## config.mk

```make
export PLATFORM = sky130hd
export DESIGN_NAME = udp_receive_validator_flat
export DESIGN_NICKNAME = d
export VERILOG_FILES = /design/src/udprv_pkg.sv /design/src/udprv_in_if.sv /design/src/udprv_out_if.sv /design/src/udprv_cfg.sv /design/src/udprv_accum.sv /design/src/udprv_final.sv /design/src/udp_receive_validator.sv /design/src/flat_wrapper.sv
export SDC_FILE = /design/constraint.sdc
export NUM_CORES = 1
export LEC_CHECK = 0
export ABC_AREA = 1
export ABC_CLOCK_PERIOD_IN_PS = 9600
export BUFFER_PORTS_ARGS = -buffer_cell sky130_fd_sc_hd__buf_2
export CORE_MARGIN = 3
export CORE_UTILIZATION = 61
export DETAILED_ROUTE_END_ITERATION = 10
export GPL_TIMING_DRIVEN = 0
export HOLD_SLACK_MARGIN = 0.08
export PLACE_DENSITY = 0.81
export SYNTH_ARGS = -nofsm -noshare
export SYNTH_HDL_FRONTEND = slang
export SYNTH_HIERARCHICAL = 1
export SYNTH_SLANG_ARGS = --single-unit
```

## constraint.sdc

```tcl
create_clock -name clk -period 9.6 [get_ports clk]
set_input_delay 1.44 -clock clk [delete_from_list [all_inputs] [get_ports clk]]
set_output_delay 1.44 -clock clk [all_outputs]
set_load 0.05 [all_outputs]
```

## src/udprv_pkg.sv

```systemverilog
// Package for the UDP receive validator: widths, status codes, register map,
// the record passed from the accumulator to the result stage, and the
// ones'-complement adder. Used by every file of the block.
`default_nettype none

package udprv_pkg;

  // Item field widths
  localparam int BYTE_W    = 8;
  localparam int PSUM_W    = 24;
  localparam int WORD_W    = 16;
  localparam int ACC_W     = 32;
  localparam int COUNT_W   = 17;
  localparam int STATUS_W  = 3;

  // Datagram constants
  localparam int HEADER_BYTES = 8;
  localparam logic [WORD_W-1:0] DEFAULT_SERVICE_PORT = 16'd3478;

  // Result status codes, in check order
  localparam logic [STATUS_W-1:0] ST_OK           = 3'd0;
  localparam logic [STATUS_W-1:0] ST_TOO_SHORT    = 3'd1;
  localparam logic [STATUS_W-1:0] ST_LEN_MISMATCH = 3'd2;
  localparam logic [STATUS_W-1:0] ST_BAD_CHECKSUM = 3'd3;
  localparam logic [STATUS_W-1:0] ST_UNKNOWN_PORT = 3'd4;

  // Register map: register index is paddr[CFG_ADDR_W-1:2]
  localparam int CFG_ADDR_W = 3;
  localparam int CFG_DATA_W = 32;
  localparam logic [CFG_ADDR_W-3:0] REG_SERVICE_PORT = 1'b0;

  // End-of-datagram record handed to the result stage
  typedef struct packed {
    logic [ACC_W-1:0]   sum;
    logic [COUNT_W-1:0] count;
    logic [WORD_W-1:0]  src;
    logic [WORD_W-1:0]  dst;
    logic [WORD_W-1:0]  len;
    logic [WORD_W-1:0]  csum;
  } fin_t;

  // 32-bit add with end-around carry
  function automatic logic [ACC_W-1:0] oc_add(input logic [ACC_W-1:0] a,
                                              input logic [ACC_W-1:0] b);
    logic [ACC_W:0] s;
    s = {1'b0, a} + {1'b0, b};
    return s[ACC_W-1:0] + {{(ACC_W-1){1'b0}}, s[ACC_W]};
  endfunction

endpackage

`default_nettype wire

```

## src/udprv_in_if.sv

```systemverilog
// Input channel of the UDP receive validator: one datagram byte per item.
// Depends on udprv_pkg for field widths.
`default_nettype none

interface udprv_in_if;
  import udprv_pkg::*;

  logic              valid;
  logic              ready;
  logic [BYTE_W-1:0] data_byte;
  logic [PSUM_W-1:0] pseudo_sum;
  logic              last_byte;

  modport source(output valid, data_byte, pseudo_sum, last_byte, input ready);
  modport sink(input valid, data_byte, pseudo_sum, last_byte, output ready);
endinterface

`default_nettype wire

```

## src/udprv_out_if.sv

```systemverilog
// Result channel of the UDP receive validator: one status item per datagram.
// Depends on udprv_pkg for field widths.
`default_nettype none

interface udprv_out_if;
  import udprv_pkg::*;

  logic                valid;
  logic                ready;
  logic [STATUS_W-1:0] status;
  logic [WORD_W-1:0]   src_port;
  logic [WORD_W-1:0]   dst_port;
  logic [WORD_W-1:0]   payload_length;

  modport source(output valid, status, src_port, dst_port,
                 payload_length, input ready);
  modport sink(input valid, status, src_port, dst_port,
               payload_length, output ready);
endinterface

`default_nettype wire

```

## src/udprv_cfg.sv

```systemverilog
// APB-style register port holding the service port register.
// Depends on udprv_pkg for the register map.
`default_nettype none

module udprv_cfg (
  input  wire logic                             clk,
  input  wire logic                             rst_n,
  input  wire logic                             psel,
  input  wire logic                             penable,
  input  wire logic                             pwrite,
  input  wire logic [udprv_pkg::CFG_ADDR_W-1:0] paddr,
  input  wire logic [udprv_pkg::CFG_DATA_W-1:0] pwdata,
  output logic      [udprv_pkg::CFG_DATA_W-1:0] prdata,
  output logic                                  pready,
  output logic      [udprv_pkg::WORD_W-1:0]     service_port
);
  import udprv_pkg::*;

  logic [WORD_W-1:0]       service_port_r;
  logic [WORD_W-1:0]       service_port_nxt;
  logic [CFG_ADDR_W-3:0]   reg_idx;
  logic                    wr_en;

  assign reg_idx = paddr[CFG_ADDR_W-1:2];
  assign pready  = 1'b1;
  assign wr_en   = psel && penable && pwrite;

  // register write
  always_comb begin
    service_port_nxt = service_port_r;
    if (wr_en && reg_idx == REG_SERVICE_PORT) begin
      service_port_nxt = pwdata[WORD_W-1:0];
    end
  end

  always_ff @(posedge clk) begin
    if (!rst_n) begin
      service_port_r <= DEFAULT_SERVICE_PORT;
    end else begin
      service_port_r <= service_port_nxt;
    end
  end

  // register read
  always_comb begin
    prdata = '0;
    if (reg_idx == REG_SERVICE_PORT) begin
      prdata = {{(CFG_DATA_W-WORD_W){1'b0}}, service_port_r};
    end
  end

  assign service_port = service_port_r;

endmodule

`default_nettype wire

```

## src/udprv_accum.sv

```systemverilog
// Input register and per-datagram accumulator: byte count, header capture
// and running ones'-complement sum. Emits one record per datagram.
// Depends on udprv_pkg and udprv_in_if.
`default_nettype none

module udprv_accum (
  input  wire logic            clk,
  input  wire logic            rst_n,
  udprv_in_if.sink             in_if,
  output logic                 fin_valid,
  input  wire logic            fin_ready,
  output udprv_pkg::fin_t      fin_data
);
  import udprv_pkg::*;

  // input register
  logic              a_valid_r, a_valid_nxt;
  logic [BYTE_W-1:0] a_byte_r;
  logic [PSUM_W-1:0] a_ps_r;
  logic              a_last_r;

  // datagram state
  logic [COUNT_W-1:0] cnt_r,  cnt_nxt;
  logic [ACC_W-1:0]   acc_r,  acc_nxt;
  logic [BYTE_W-1:0]  held_r, held_nxt;
  logic [WORD_W-1:0]  src_r,  src_nxt;
  logic [WORD_W-1:0]  dst_r,  dst_nxt;
  logic [WORD_W-1:0]  len_r,  len_nxt;
  logic [WORD_W-1:0]  csum_r, csum_nxt;

  // output record
  logic f_valid_r, f_valid_nxt;
  fin_t fin_r, fin_nxt;

  // per-byte work
  logic               consume;
  logic               sat;
  logic               odd;
  logic               in_hdr;
  logic               add_en;
  logic [WORD_W-1:0]  word;
  logic [ACC_W-1:0]   base;
  logic [ACC_W-1:0]   sum_upd;
  logic [COUNT_W-1:0] cnt_upd;
  logic [BYTE_W-1:0]  held_upd;
  logic [WORD_W-1:0]  src_upd, dst_upd, len_upd, csum_upd;

  // a last byte needs a free record slot, other bytes always go through
  assign consume     = a_valid_r && (!a_last_r || !f_valid_r || fin_ready);
  assign in_if.ready = !a_valid_r || consume;

  always_comb begin
    a_valid_nxt = a_valid_r;
    if (in_if.ready) begin
      a_valid_nxt = in_if.valid;
    end
  end

  always_ff @(posedge clk) begin
    if (!rst_n) begin
      a_valid_r <= 1'b0;
    end else begin
      a_valid_r <= a_valid_nxt;
    end
  end

  always_ff @(posedge clk) begin
    if (in_if.valid && in_if.ready) begin
      a_byte_r <= in_if.data_byte;
      a_ps_r   <= in_if.pseudo_sum;
      a_last_r <= in_if.last_byte;
    end
  end

  // sum update: odd byte completes a word; an even last byte is zero padded
  always_comb begin
    sat    = cnt_r[COUNT_W-1];
    odd    = cnt_r[0];
    in_hdr = (cnt_r[COUNT_W-1:3] == '0);
    base   = (cnt_r == '0) ? {{(ACC_W-PSUM_W){1'b0}}, a_ps_r} : acc_r;
    add_en = !sat && (odd || a_last_r);
    word   = odd ? {held_r, a_byte_r} : {a_byte_r, {BYTE_W{1'b0}}};
    sum_upd = add_en ? oc_add(base, {{(ACC_W-WORD_W){1'b0}}, word}) : base;
    cnt_upd  = sat ? cnt_r : cnt_r + 1'b1;
    held_upd = (!sat && !odd) ? a_byte_r : held_r;
  end

  // header capture, high byte first
  always_comb begin
    src_upd  = src_r;
    dst_upd  = dst_r;
    len_upd  = len_r;
    csum_upd = csum_r;
    if (in_hdr) begin
      unique case (cnt_r[2:1])
        2'd0: begin
          if (odd) src_upd[BYTE_W-1:0] = a_byte_r;
          else     src_upd[WORD_W-1:BYTE_W] = a_byte_r;
        end
        2'd1: begin
          if (odd) dst_upd[BYTE_W-1:0] = a_byte_r;
          else     dst_upd[WORD_W-1:BYTE_W] = a_byte_r;
        end
        2'd2: begin
          if (odd) len_upd[BYTE_W-1:0] = a_byte_r;
          else     len_upd[WORD_W-1:BYTE_W] = a_byte_r;
        end
        2'd3: begin
          if (odd) csum_upd[BYTE_W-1:0] = a_byte_r;
          else     csum_upd[WORD_W-1:BYTE_W] = a_byte_r;
        end
        default: ;
      endcase
    end
  end

  // state and record next values; last byte clears the datagram state
  always_comb begin
    cnt_nxt     = cnt_r;
    acc_nxt     = acc_r;
    held_nxt    = held_r;
    src_nxt     = src_r;
    dst_nxt     = dst_r;
    len_nxt     = len_r;
    csum_nxt    = csum_r;
    fin_nxt     = fin_r;
    f_valid_nxt = f_valid_r && !fin_ready;
    if (consume) begin
      if (a_last_r) begin
        cnt_nxt      = '0;
        acc_nxt      = '0;
        held_nxt     = '0;
        src_nxt      = '0;
        dst_nxt      = '0;
        len_nxt      = '0;
        csum_nxt     = '0;
        f_valid_nxt  = 1'b1;
        fin_nxt.sum   = sum_upd;
        fin_nxt.count = cnt_upd;
        fin_nxt.src   = src_upd;
        fin_nxt.dst   = dst_upd;
        fin_nxt.len   = len_upd;
        fin_nxt.csum  = csum_upd;
      end else begin
        cnt_nxt  = cnt_upd;
        acc_nxt  = sum_upd;
        held_nxt = held_upd;
        src_nxt  = src_upd;
        dst_nxt  = dst_upd;
        len_nxt  = len_upd;
        csum_nxt = csum_upd;
      end
    end
  end

  always_ff @(posedge clk) begin
    if (!rst_n) begin
      cnt_r     <= '0;
      acc_r     <= '0;
      held_r    <= '0;
      src_r     <= '0;
      dst_r     <= '0;
      len_r     <= '0;
      csum_r    <= '0;
      f_valid_r <= 1'b0;
    end else begin
      cnt_r     <= cnt_nxt;
      acc_r     <= acc_nxt;
      held_r    <= held_nxt;
      src_r     <= src_nxt;
      dst_r     <= dst_nxt;
      len_r     <= len_nxt;
      csum_r    <= csum_nxt;
      f_valid_r <= f_valid_nxt;
    end
  end

  always_ff @(posedge clk) begin
    fin_r <= fin_nxt;
  end

  assign fin_valid = f_valid_r;
  assign fin_data  = fin_r;

endmodule

`default_nettype wire

```

## src/udprv_final.sv

```systemverilog
// Result stage: adds the length field, folds the checksum, runs the checks
// in order and holds the status item in the output register.
// Depends on udprv_pkg and udprv_out_if.
`default_nettype none

module udprv_final (
  input  wire logic                         clk,
  input  wire logic                         rst_n,
  input  wire logic                         fin_valid,
  output logic                              fin_ready,
  input  wire udprv_pkg::fin_t              fin_data,
  input  wire logic [udprv_pkg::WORD_W-1:0] service_port,
  udprv_out_if.source                       out_if
);
  import udprv_pkg::*;

  logic                 o_valid_r, o_valid_nxt;
  logic [STATUS_W-1:0]  status_r;
  logic [WORD_W-1:0]    src_r, dst_r, plen_r;

  logic [ACC_W-1:0]     sum_len;
  logic [WORD_W:0]      fold1, fold2, fold3;
  logic [STATUS_W-1:0]  status_c;
  logic [WORD_W-1:0]    plen_c;
  logic                 short_dg;
  logic                 load;

  assign fin_ready = !o_valid_r || out_if.ready;
  assign load      = fin_valid && fin_ready;

  // length add and three-step fold to 16 bits
  always_comb begin
    sum_len = oc_add(fin_data.sum, {{(ACC_W-WORD_W){1'b0}}, fin_data.len});
    fold1   = {1'b0, sum_len[WORD_W-1:0]} + {1'b0, sum_len[ACC_W-1:WORD_W]};
    fold2   = {1'b0, fold1[WORD_W-1:0]} + {{WORD_W{1'b0}}, fold1[WORD_W]};
    fold3   = {1'b0, fold2[WORD_W-1:0]} + {{WORD_W{1'b0}}, fold2[WORD_W]};
  end

  // checks, first failure wins
  always_comb begin
    short_dg = fin_data.count < COUNT_W'(HEADER_BYTES);
    plen_c   = short_dg ? '0 : fin_data.count[WORD_W-1:0] - WORD_W'(HEADER_BYTES);
    priority if (short_dg) begin
      status_c = ST_TOO_SHORT;
    end else if (fin_data.count[COUNT_W-1] ||
                 {1'b0, fin_data.len} != fin_data.count) begin
      status_c = ST_LEN_MISMATCH;
    end else if (fin_data.csum != '0 && fold3 != {1'b0, {WORD_W{1'b1}}}) begin
      status_c = ST_BAD_CHECKSUM;
    end else if (fin_data.dst != service_port) begin
      status_c = ST_UNKNOWN_PORT;
    end else begin
      status_c = ST_OK;
    end
  end

  // output register
  always_comb begin
    o_valid_nxt = o_valid_r && !out_if.ready;
    if (load) begin
      o_valid_nxt = 1'b1;
    end
  end

  always_ff @(posedge clk) begin
    if (!rst_n) begin
      o_valid_r <= 1'b0;
    end else begin
      o_valid_r <= o_valid_nxt;
    end
  end

  always_ff @(posedge clk) begin
    if (load) begin
      status_r <= status_c;
      src_r    <= fin_data.src;
      dst_r    <= fin_data.dst;
      plen_r   <= plen_c;
    end
  end

  assign out_if.valid          = o_valid_r;
  assign out_if.status         = status_r;
  assign out_if.src_port       = src_r;
  assign out_if.dst_port       = dst_r;
  assign out_if.payload_length = plen_r;

endmodule

`default_nettype wire

```

## src/udp_receive_validator.sv

```systemverilog
// UDP receive validator, top level.
// Input channel in_if: one datagram byte per item, header first in network
//   order; pseudo_sum is sampled with the first byte, last_byte marks the end.
// Result channel out_if: one item per datagram, issued for its last byte,
//   with status (ok, too short, length mismatch, bad checksum, unknown port),
//   the captured ports and the payload length.
// Register port (psel/penable/...): service_port at byte address 0, the
//   destination port that is accepted; write it only while the block is idle.
// Throughput: one byte per clock while no last byte waits. The byte path is
//   an input register, one ones'-complement add in the accumulator, and a
//   result stage that folds the sum and runs the checks.
// Result path: the last byte passes the input register, then the record
//   register, then the result register, which raises out_if.valid.
// Reset (rst_n low, synchronous) empties all stages, clears the datagram
//   state and sets service_port to 3478.
// When the result receiver stalls, the result register holds and bytes keep
//   flowing; a last byte waits only while both the record slot and the
//   result register are full.
// Depends on udprv_pkg, udprv_in_if, udprv_out_if and the udprv_* modules.
`default_nettype none

module udp_receive_validator (
  input  wire logic                             clk,
  input  wire logic                             rst_n,
  udprv_in_if.sink                              in_if,
  udprv_out_if.source                           out_if,
  input  wire logic                             psel,
  input  wire logic                             penable,
  input  wire logic                             pwrite,
  input  wire logic [udprv_pkg::CFG_ADDR_W-1:0] paddr,
  input  wire logic [udprv_pkg::CFG_DATA_W-1:0] pwdata,
  output logic      [udprv_pkg::CFG_DATA_W-1:0] prdata,
  output logic                                  pready
);
  import udprv_pkg::*;

  logic              fin_valid;
  logic              fin_ready;
  fin_t              fin_data;
  logic [WORD_W-1:0] service_port;

  udprv_cfg u_cfg (
    .clk          (clk),
    .rst_n        (rst_n),
    .psel         (psel),
    .penable      (penable),
    .pwrite       (pwrite),
    .paddr        (paddr),
    .pwdata       (pwdata),
    .prdata       (prdata),
    .pready       (pready),
    .service_port (service_port)
  );

  udprv_accum u_accum (
    .clk       (clk),
    .rst_n     (rst_n),
    .in_if     (in_if),
    .fin_valid (fin_valid),
    .fin_ready (fin_ready),
    .fin_data  (fin_data)
  );

  udprv_final u_final (
    .clk          (clk),
    .rst_n        (rst_n),
    .fin_valid    (fin_valid),
    .fin_ready    (fin_ready),
    .fin_data     (fin_data),
    .service_port (service_port),
    .out_if       (out_if)
  );

endmodule

`default_nettype wire

```

## src/flat_wrapper.sv

```systemverilog
// flat-port wrapper written by rule: the top's interface ports become plain ports
module udp_receive_validator_flat import udprv_pkg::*;
  (clk, rst_n, psel, penable, pwrite, paddr, pwdata, prdata, pready, in_if_valid, in_if_data_byte, in_if_pseudo_sum, in_if_last_byte, in_if_ready, out_if_valid, out_if_status, out_if_src_port, out_if_dst_port, out_if_payload_length, out_if_ready);
  udprv_in_if in_if_i ();
  udprv_out_if out_if_i ();
  input  wire logic clk;
  input  wire logic rst_n;
  input  wire logic psel;
  input  wire logic penable;
  input  wire logic pwrite;
  input  wire logic [udprv_pkg::CFG_ADDR_W-1:0] paddr;
  input  wire logic [udprv_pkg::CFG_DATA_W-1:0] pwdata;
  output logic      [udprv_pkg::CFG_DATA_W-1:0] prdata;
  output logic pready;
  input wire logic [$bits(in_if_i.valid)-1:0] in_if_valid;
  input wire logic [$bits(in_if_i.data_byte)-1:0] in_if_data_byte;
  input wire logic [$bits(in_if_i.pseudo_sum)-1:0] in_if_pseudo_sum;
  input wire logic [$bits(in_if_i.last_byte)-1:0] in_if_last_byte;
  output wire logic [$bits(in_if_i.ready)-1:0] in_if_ready;
  output wire logic [$bits(out_if_i.valid)-1:0] out_if_valid;
  output wire logic [$bits(out_if_i.status)-1:0] out_if_status;
  output wire logic [$bits(out_if_i.src_port)-1:0] out_if_src_port;
  output wire logic [$bits(out_if_i.dst_port)-1:0] out_if_dst_port;
  output wire logic [$bits(out_if_i.payload_length)-1:0] out_if_payload_length;
  input wire logic [$bits(out_if_i.ready)-1:0] out_if_ready;
  assign in_if_i.valid = in_if_valid;
  assign in_if_i.data_byte = in_if_data_byte;
  assign in_if_i.pseudo_sum = in_if_pseudo_sum;
  assign in_if_i.last_byte = in_if_last_byte;
  assign in_if_ready = in_if_i.ready;
  assign out_if_valid = out_if_i.valid;
  assign out_if_status = out_if_i.status;
  assign out_if_src_port = out_if_i.src_port;
  assign out_if_dst_port = out_if_i.dst_port;
  assign out_if_payload_length = out_if_i.payload_length;
  assign out_if_i.ready = out_if_ready;
  udp_receive_validator u_core (.clk(clk), .rst_n(rst_n), .in_if(in_if_i), .out_if(out_if_i), .psel(psel), .penable(penable), .pwrite(pwrite), .paddr(paddr), .pwdata(pwdata), .prdata(prdata), .pready(pready));
endmodule
```

After elaboration in Yosys (flattened, before gate mapping)
Index checks and enable logic that the tools add are counted.
- register bits: 337
- logic and storage cells: 110
- equality and inequality tests: 6
- bitwise operators: 1
- multiplexer cells: 35
- add/subtract/negate cells: 9
- reductions and logical operators: 33
- order comparisons: 1
- operators by type and width (kind ; number):
    2-to-1 mux 16 bit ; 14
    2-to-1 mux 32 bit ; 3
    2-to-1 mux 8 bit ; 10
    adder 32 x 16 -> 33 bit ; 2
    adder 32 x 1 -> 32 bit ; 2
    adder 16 x 1 -> 17 bit ; 2
    2-to-1 mux 17 bit ; 2
    adder 16 x 16 -> 17 bit ; 1
    adder 17 x 1 -> 17 bit (second input constant) ; 1
    zero test 17 bit ; 1
    < comparator 17 x 4 -> 1 bit (second input constant) ; 1
    inequality test 16 x 17 -> 1 bit ; 1
    inequality test 17 x 16 -> 1 bit (second input constant) ; 1
    inequality test 16 bit ; 1
    nonzero test 16 bit ; 1
    subtractor 16 x 4 -> 16 bit (second input constant) ; 1
    zero test 14 bit ; 1
    logical AND 1 bit ; 11
    zero test 1 bit ; 8
    logical OR 1 bit ; 6
    equality test 2 bit (second input constant) ; 2
    2-to-1 mux 2 bit ; 2
    AND reduction 2 bit ; 2
    2-to-1 mux 1 bit ; 3
    other kinds (6) ; 6

Logic depth before layout (Yosys ltp)
- word-level depth: 9
- mapped depth: 58
- gate-level depth less buffers: 58

Cells and area by module
Netlist, hierarchy kept.
- by module, submodules not included (module ; times used ; area each (µm²) ; cells each):
    udprv_accum ; 1 ; 13470.4 ; 1615
    udprv_final ; 1 ; 6498.7 ; 981
    udprv_cfg ; 1 ; 962.2 ; 146

Least setup slack after synthesis
Ideal clock, no wire load.
- kind: flip-flop to flip-flop
- from: reg u_core.u_accum.fin_r, in the netlist u_core/u_accum/fin_data[16]
- to: reg u_core.u_final.status_r[0], in the netlist u_core/u_final/out_if.status[0], data pin
- period minus slack after synthesis: 7.170 ns
- slack: 2.430 ns
- cell stages (with the launch flop): 55
- arrival time: 6.909 ns
- buffers on the path: 0
- path through: edfxtp_1 > ha_1 > inv_1 > fa_1 > inv_1 > nand3_1 > nand2_1 > nand2_1 > nand2_2 > nand4_1 > nand2_2 > nand4_1 > nor4_1 > ha_1 > ha_1 > inv_1 > nor2_2 > inv_1 > (+19 left out) > nor2_2 > nand3_2 > nor2_2 > nand4_1 > nor4_1 > ha_1 > ha_1 > inv_1 > a21oi_1 > nand4_1 > nor2_1 > nand3_1 > nor2_1 > nand3_1 > nor2_1 > nand3_1 > nand2_1 > o21ai_0
- cells in the longest elaborated chain, start to end: 9
- RTL lines (item ; line ; text):
    start, declared ; udprv_accum.sv:33 ; fin_t fin_r, fin_nxt;
    start signal, assigned ; udprv_accum.sv:179 ; fin_r <= fin_nxt;
    adder 32 x 16 -> 33 bit ; udprv_pkg.sv:46 ; s = {1'b0, a} + {1'b0, b};
    adder 32 x 1 -> 32 bit ; udprv_pkg.sv:47 ; return s[ACC_W-1:0] + {{(ACC_W-1){1'b0}}, s[ACC_W]};
    adder 16 x 16 -> 17 bit ; udprv_final.sv:34 ; fold1 = {1'b0, sum_len[WORD_W-1:0]} + {1'b0, sum_len[ACC_W-1:WORD_W]};
    adder 16 x 1 -> 17 bit ; udprv_final.sv:35 ; fold2 = {1'b0, fold1[WORD_W-1:0]} + {{WORD_W{1'b0}}, fold1[WORD_W]};
    adder 16 x 1 -> 17 bit ; udprv_final.sv:36 ; fold3 = {1'b0, fold2[WORD_W-1:0]} + {{WORD_W{1'b0}}, fold2[WORD_W]};
    inequality test 17 x 16 -> 1 bit ; udprv_final.sv:48 ; end else if (fin_data.csum != '0 && fold3 != {1'b0, {WORD_W{1'b1}}}) begin
    logical AND 1 bit ; udprv_final.sv:48 ;
    2-to-1 mux 2 bit ; udprv_final.sv:48 ;
    2-to-1 mux 2 bit * ; udprv_final.sv:45 ; end else if (fin_data.count[COUNT_W-1] ||
    end signal, assigned ; udprv_final.sv:75 ; status_r <= status_c;
    end, declared ; udprv_final.sv:18 ; logic [STATUS_W-1:0] status_r;
Mark *: on every way between the ends. The rest lies on a longest branch, timed or not.
A chain may end at the register's enable or synchronous reset.

Worst setup path in the final report
Ends and elaborated chain as after synthesis.

==> impl_metrics.csv <==
group,metric,value,unit
worst_hold_path,holdPathEnd,"u_core/u_final/out_if.src_port[0]",
routing,num_vias,18600,
die,coreArea,0.0337,sq mm
die,fp.dieArea,0.0366,sq mm
critical_path,r2r-end,"u_core/u_final/out_if.status[0]",
flow_run,maxCapViolations,0,
timing,hold_viol,0,
die,rows,67,
global_routing,antenna_found_initial,0,
clocking,h-tree-depth,2,
critical_path,cp_max_fo,4,
critical_path,slowest_delay,0.47,ns
finish,nFillCells,2683,
status,status,"completed",
routing,drcViolationCount,0,
global_routing,grt_max_degree,63,
die,ioPinCount,161,
placement,dp.final_hpwl,42600,microns
placement,gp_congestion,0.972,
critical_path,r2r_cells,55,
clocking,clk_latency,0.53,ns
critical_path,crit_type,"flop to flop",
critical_path,path_common_cell,"nand2_1",
clocking,clk_pin_slew,0.06,ns
finish,area_delta_synth_final,12.4,%
critical_path,r2r_slack,0.89,ns
logic_synthesis,synth_edf_count,197,
timing,setup_viol,0,
critical_path,worst_path_max_delay_cell,"edfxtp_1",
logic_synthesis,synthFlopType,"edfxtp_1",
timing,worst_pin_slew,0.862,ns
finish,antenna_cells,0,
worst_hold_path,hp-start,"u_core/u_accum/fin_data[48]",
global_routing,overflow,0,
finish,layout_commonest_cell,"nand2_1",
global_routing,grt_pass1_vias,17700,
logic_synthesis,syn_avg_cell_area,7.63,sq um
routing,vias_per_cell,5.48,
logic_synthesis,netlist_area,0.0209,sq mm
placement,io_buffers,124,
logic_synthesis,synthCells,2742,
logic_synthesis,async_reset_ff_frac,0,
timing,drv_slew,0,
routing,dr.pass1.iters,6,
routing,ant_nets,0,
critical_path,startpoint,"u_core/u_accum/fin_data[16]",
die,start_util,0.621,
critical_path,worst_setup_path_start_kind,"flop",
clocking,ctsHoldBuffers,0,
pwr,p_per_area,160,mW/mm^2
finish,finalInstanceArea,0.0235,sq mm
routing,drt_wl_total,54300,microns
critical_path,cp_data_arrival_time,8.97,ns
worst_hold_path,whs_path_depth,0,
routing,drt-wirelength-per-cell,16.0,microns
routing,drt-initial-drc-count,1656,
global_routing,grt_pass1_wl,86500,microns
logic_synthesis,synth_seq_area_share,0.417,
clocking,clockBufferDepth,3,
logic_synthesis,synth_warnings,6,
finish,mostFrequentLayoutCells,"nand2_1, inv_1, edfxtp_1, nor2_1, nand3_1",
clocking,cts_tree,"built",
logic_synthesis,synth-seq-cells,337,
timing,finClkSkew,0.0235,ns
pwr,ir_worst_vdd,174,uV
clocking,cts_buffers,36,
timing,max_clock_freq,0.115,GHz
die,die_height,191,microns
timing,relSlewSlack,0.425,
placement,place_area,0.0222,sq mm
clocking,clockRootBuffer,"clkbuf_16",
finish,nets,3062,
logic_synthesis,synth.distinct_cells,66,
clocking,cts_num_sinks,337,
timing,min_period_over_period,0.908,
finish,post_route_cells_drive_above_1_share,0.124,
worst_hold_path,hold_class,"flop to flop",
timing,setup_tns,0,ns
timing,period_minus_slack,8.71,ns
critical_path,rr_startpoint,"u_core/u_accum/fin_data[16]",
die,die_x,191,microns
critical_path,crit_required,9.85,ns
critical_path,end_kind,"flop",
global_routing,grtUsageTotal,0.295,
pwr,p_leak,11.2,nW
==> Yosys cell counts, types with 7 or more instances <==
| master | number | area (sq um) |
|---|---|---|
| nand2_1 | 798 | 3000 |
| inv_1 | 397 | 1490 |
| edfxtp_1 | 197 | 5920 |
| nor2_1 | 194 | 728 |
| nand3_1 | 180 | 901 |
| a21oi_1 | 170 | 851 |
| dfxtp_1 | 140 | 2800 |
| mux2i_1 | 64 | 641 |
| xor2_1 | 61 | 534 |
| ha_1 | 60 | 751 |
| nand4_1 | 58 | 363 |
| clkbuf_1 | 55 | 206 |
| o21ai_0 | 45 | 225 |
| nor2_2 | 35 | 219 |
| nand2_2 | 32 | 200 |
| xnor2_1 | 31 | 272 |
| nor3_1 | 27 | 135 |
| buf_4 | 17 | 128 |
| mux2_2 | 14 | 158 |
| inv_2 | 12 | 45.0 |
| o21ai_1 | 11 | 55.1 |
| nand3b_1 | 10 | 75.1 |
| nor2_4 | 10 | 113 |
| nor4_1 | 10 | 62.6 |
| nor3_2 | 8 | 80.1 |
| a21boi_0 | 7 | 52.6 |
| xor2_2 | 7 | 114 |
==> per-layer routing <==
metal | share of wire | vias up | routed length (microns) | global-route usage
met5 | 0 | - | 0 | 0
met4 | 0.031 | 0 | 1710 | 0.107
met3 | 0.074 | 122 | 4020 | 0.0422
met2 | 0.47 | 716 | 25400 | 0.501
met1 | 0.43 | 8571 | 23200 | 0.385
li1 | - | 9211 | - | -
==> worst max-delay path, delay by kind of cell (launching register included) <==
family,cells,cell delay (ns)
XOR/XNOR,1,0.16
adder cells (fa/ha/maj),9,2.17
AND/OR/NAND/NOR,34,4.50
flip-flops,1,0.47
AO/OA/AOI/OAI,4,0.52
buffers and inverters,7,0.63
==> logic make-up (layout without fill, tap and decap cells) <==
| logic type | after synthesis | in the layout | share of synthesized area |
|---|---|---|---|
| AND/OR/NAND/NOR | 1392 | 1392 | 0.295 |
| buffers and inverters | 497 | 691 | 0.0944 |
| flip-flops | 337 | 337 | 0.417 |
| AO/OA/AOI/OAI | 273 | 273 | 0.0719 |
| XOR/XNOR | 100 | 100 | 0.0447 |
| multiplexers | 78 | 78 | 0.0381 |
| adder cells (fa/ha/maj) | 63 | 63 | 0.0387 |
| other | 2 | 17 | 0.000359 |
==> report_power, final <==
part           internal (mW)  switching (mW)
Sequential              1.58          0.0289
Clock                  0.815           0.562
Combinational          0.232           0.539
Total                   2.62            1.13
==> repair_timing <==
action	CTS	global route
hold endpoints to repair	0	0
resized for setup	0	10
setup endpoints to repair	0	3
setup buffers	0	2
==> worst max path at each step <==
stage                                           end  slack [ns]  cells after the start
floorplan           u_core/u_final/out_if.status[0]        2.43                     54
global placement    u_core/u_final/out_if.status[0]        0.30                     54
detailed placement  u_core/u_final/out_if.status[0]        0.08                     55
CTS                 u_core/u_final/out_if.status[0]        0.05                     55
global route        u_core/u_final/out_if.status[0]       -0.01                     54
finish              u_core/u_final/out_if.status[0]        0.89                     55
==> state kept, by name, indices dropped and copies added (netlist names), 3 cells and up <==
register / count
u_core/u_accum/a_byte_r: 8
u_core/u_accum/a_ps_r: 24
u_core/u_accum/acc_r: 32
u_core/u_accum/cnt_r: 17
u_core/u_accum/csum_r: 16
u_core/u_accum/dst_r: 16
u_core/u_accum/fin_data: 113
u_core/u_accum/held_r: 8
u_core/u_accum/len_r: 16
u_core/u_accum/src_r: 16
u_core/u_cfg/service_port: 16
u_core/u_final/out_if.dst_port: 16
u_core/u_final/out_if.payload_length: 16
u_core/u_final/out_if.src_port: 16
u_core/u_final/out_if.status: 3
==> layout make-up <==
cell class / count / area [sq um] / share of cell area
inverter: 413 / 1550 / 0.0661
tap: 448 / 561 / 0.0238
buffer: 84 / 425 / 0.0181
clock inverter: 14 / 153 / 0.00649
clock buffer: 51 / 1040 / 0.0441
sequential: 337 / 8720 / 0.371
timing repair buffer: 129 / 711 / 0.0302
multi-input combinational: 1923 / 10400 / 0.440
==> through the flow <==
stage                     power, mW  hold WS (ns)   util  cells  worst slack (ns)
after floorplan                2.20         0.400      -   2757              2.43
after detailed placement       2.38         0.405  0.660   3331            0.0824
final                          3.75         0.417  0.698   3399             0.885
after CTS                      3.75         0.419  0.695   3396            0.0523
after global placement         2.36         0.403  0.658   3329             0.295
after global routing           3.93         0.422  0.698   3399           -0.0109
Power figures use the tool's default switching activity.
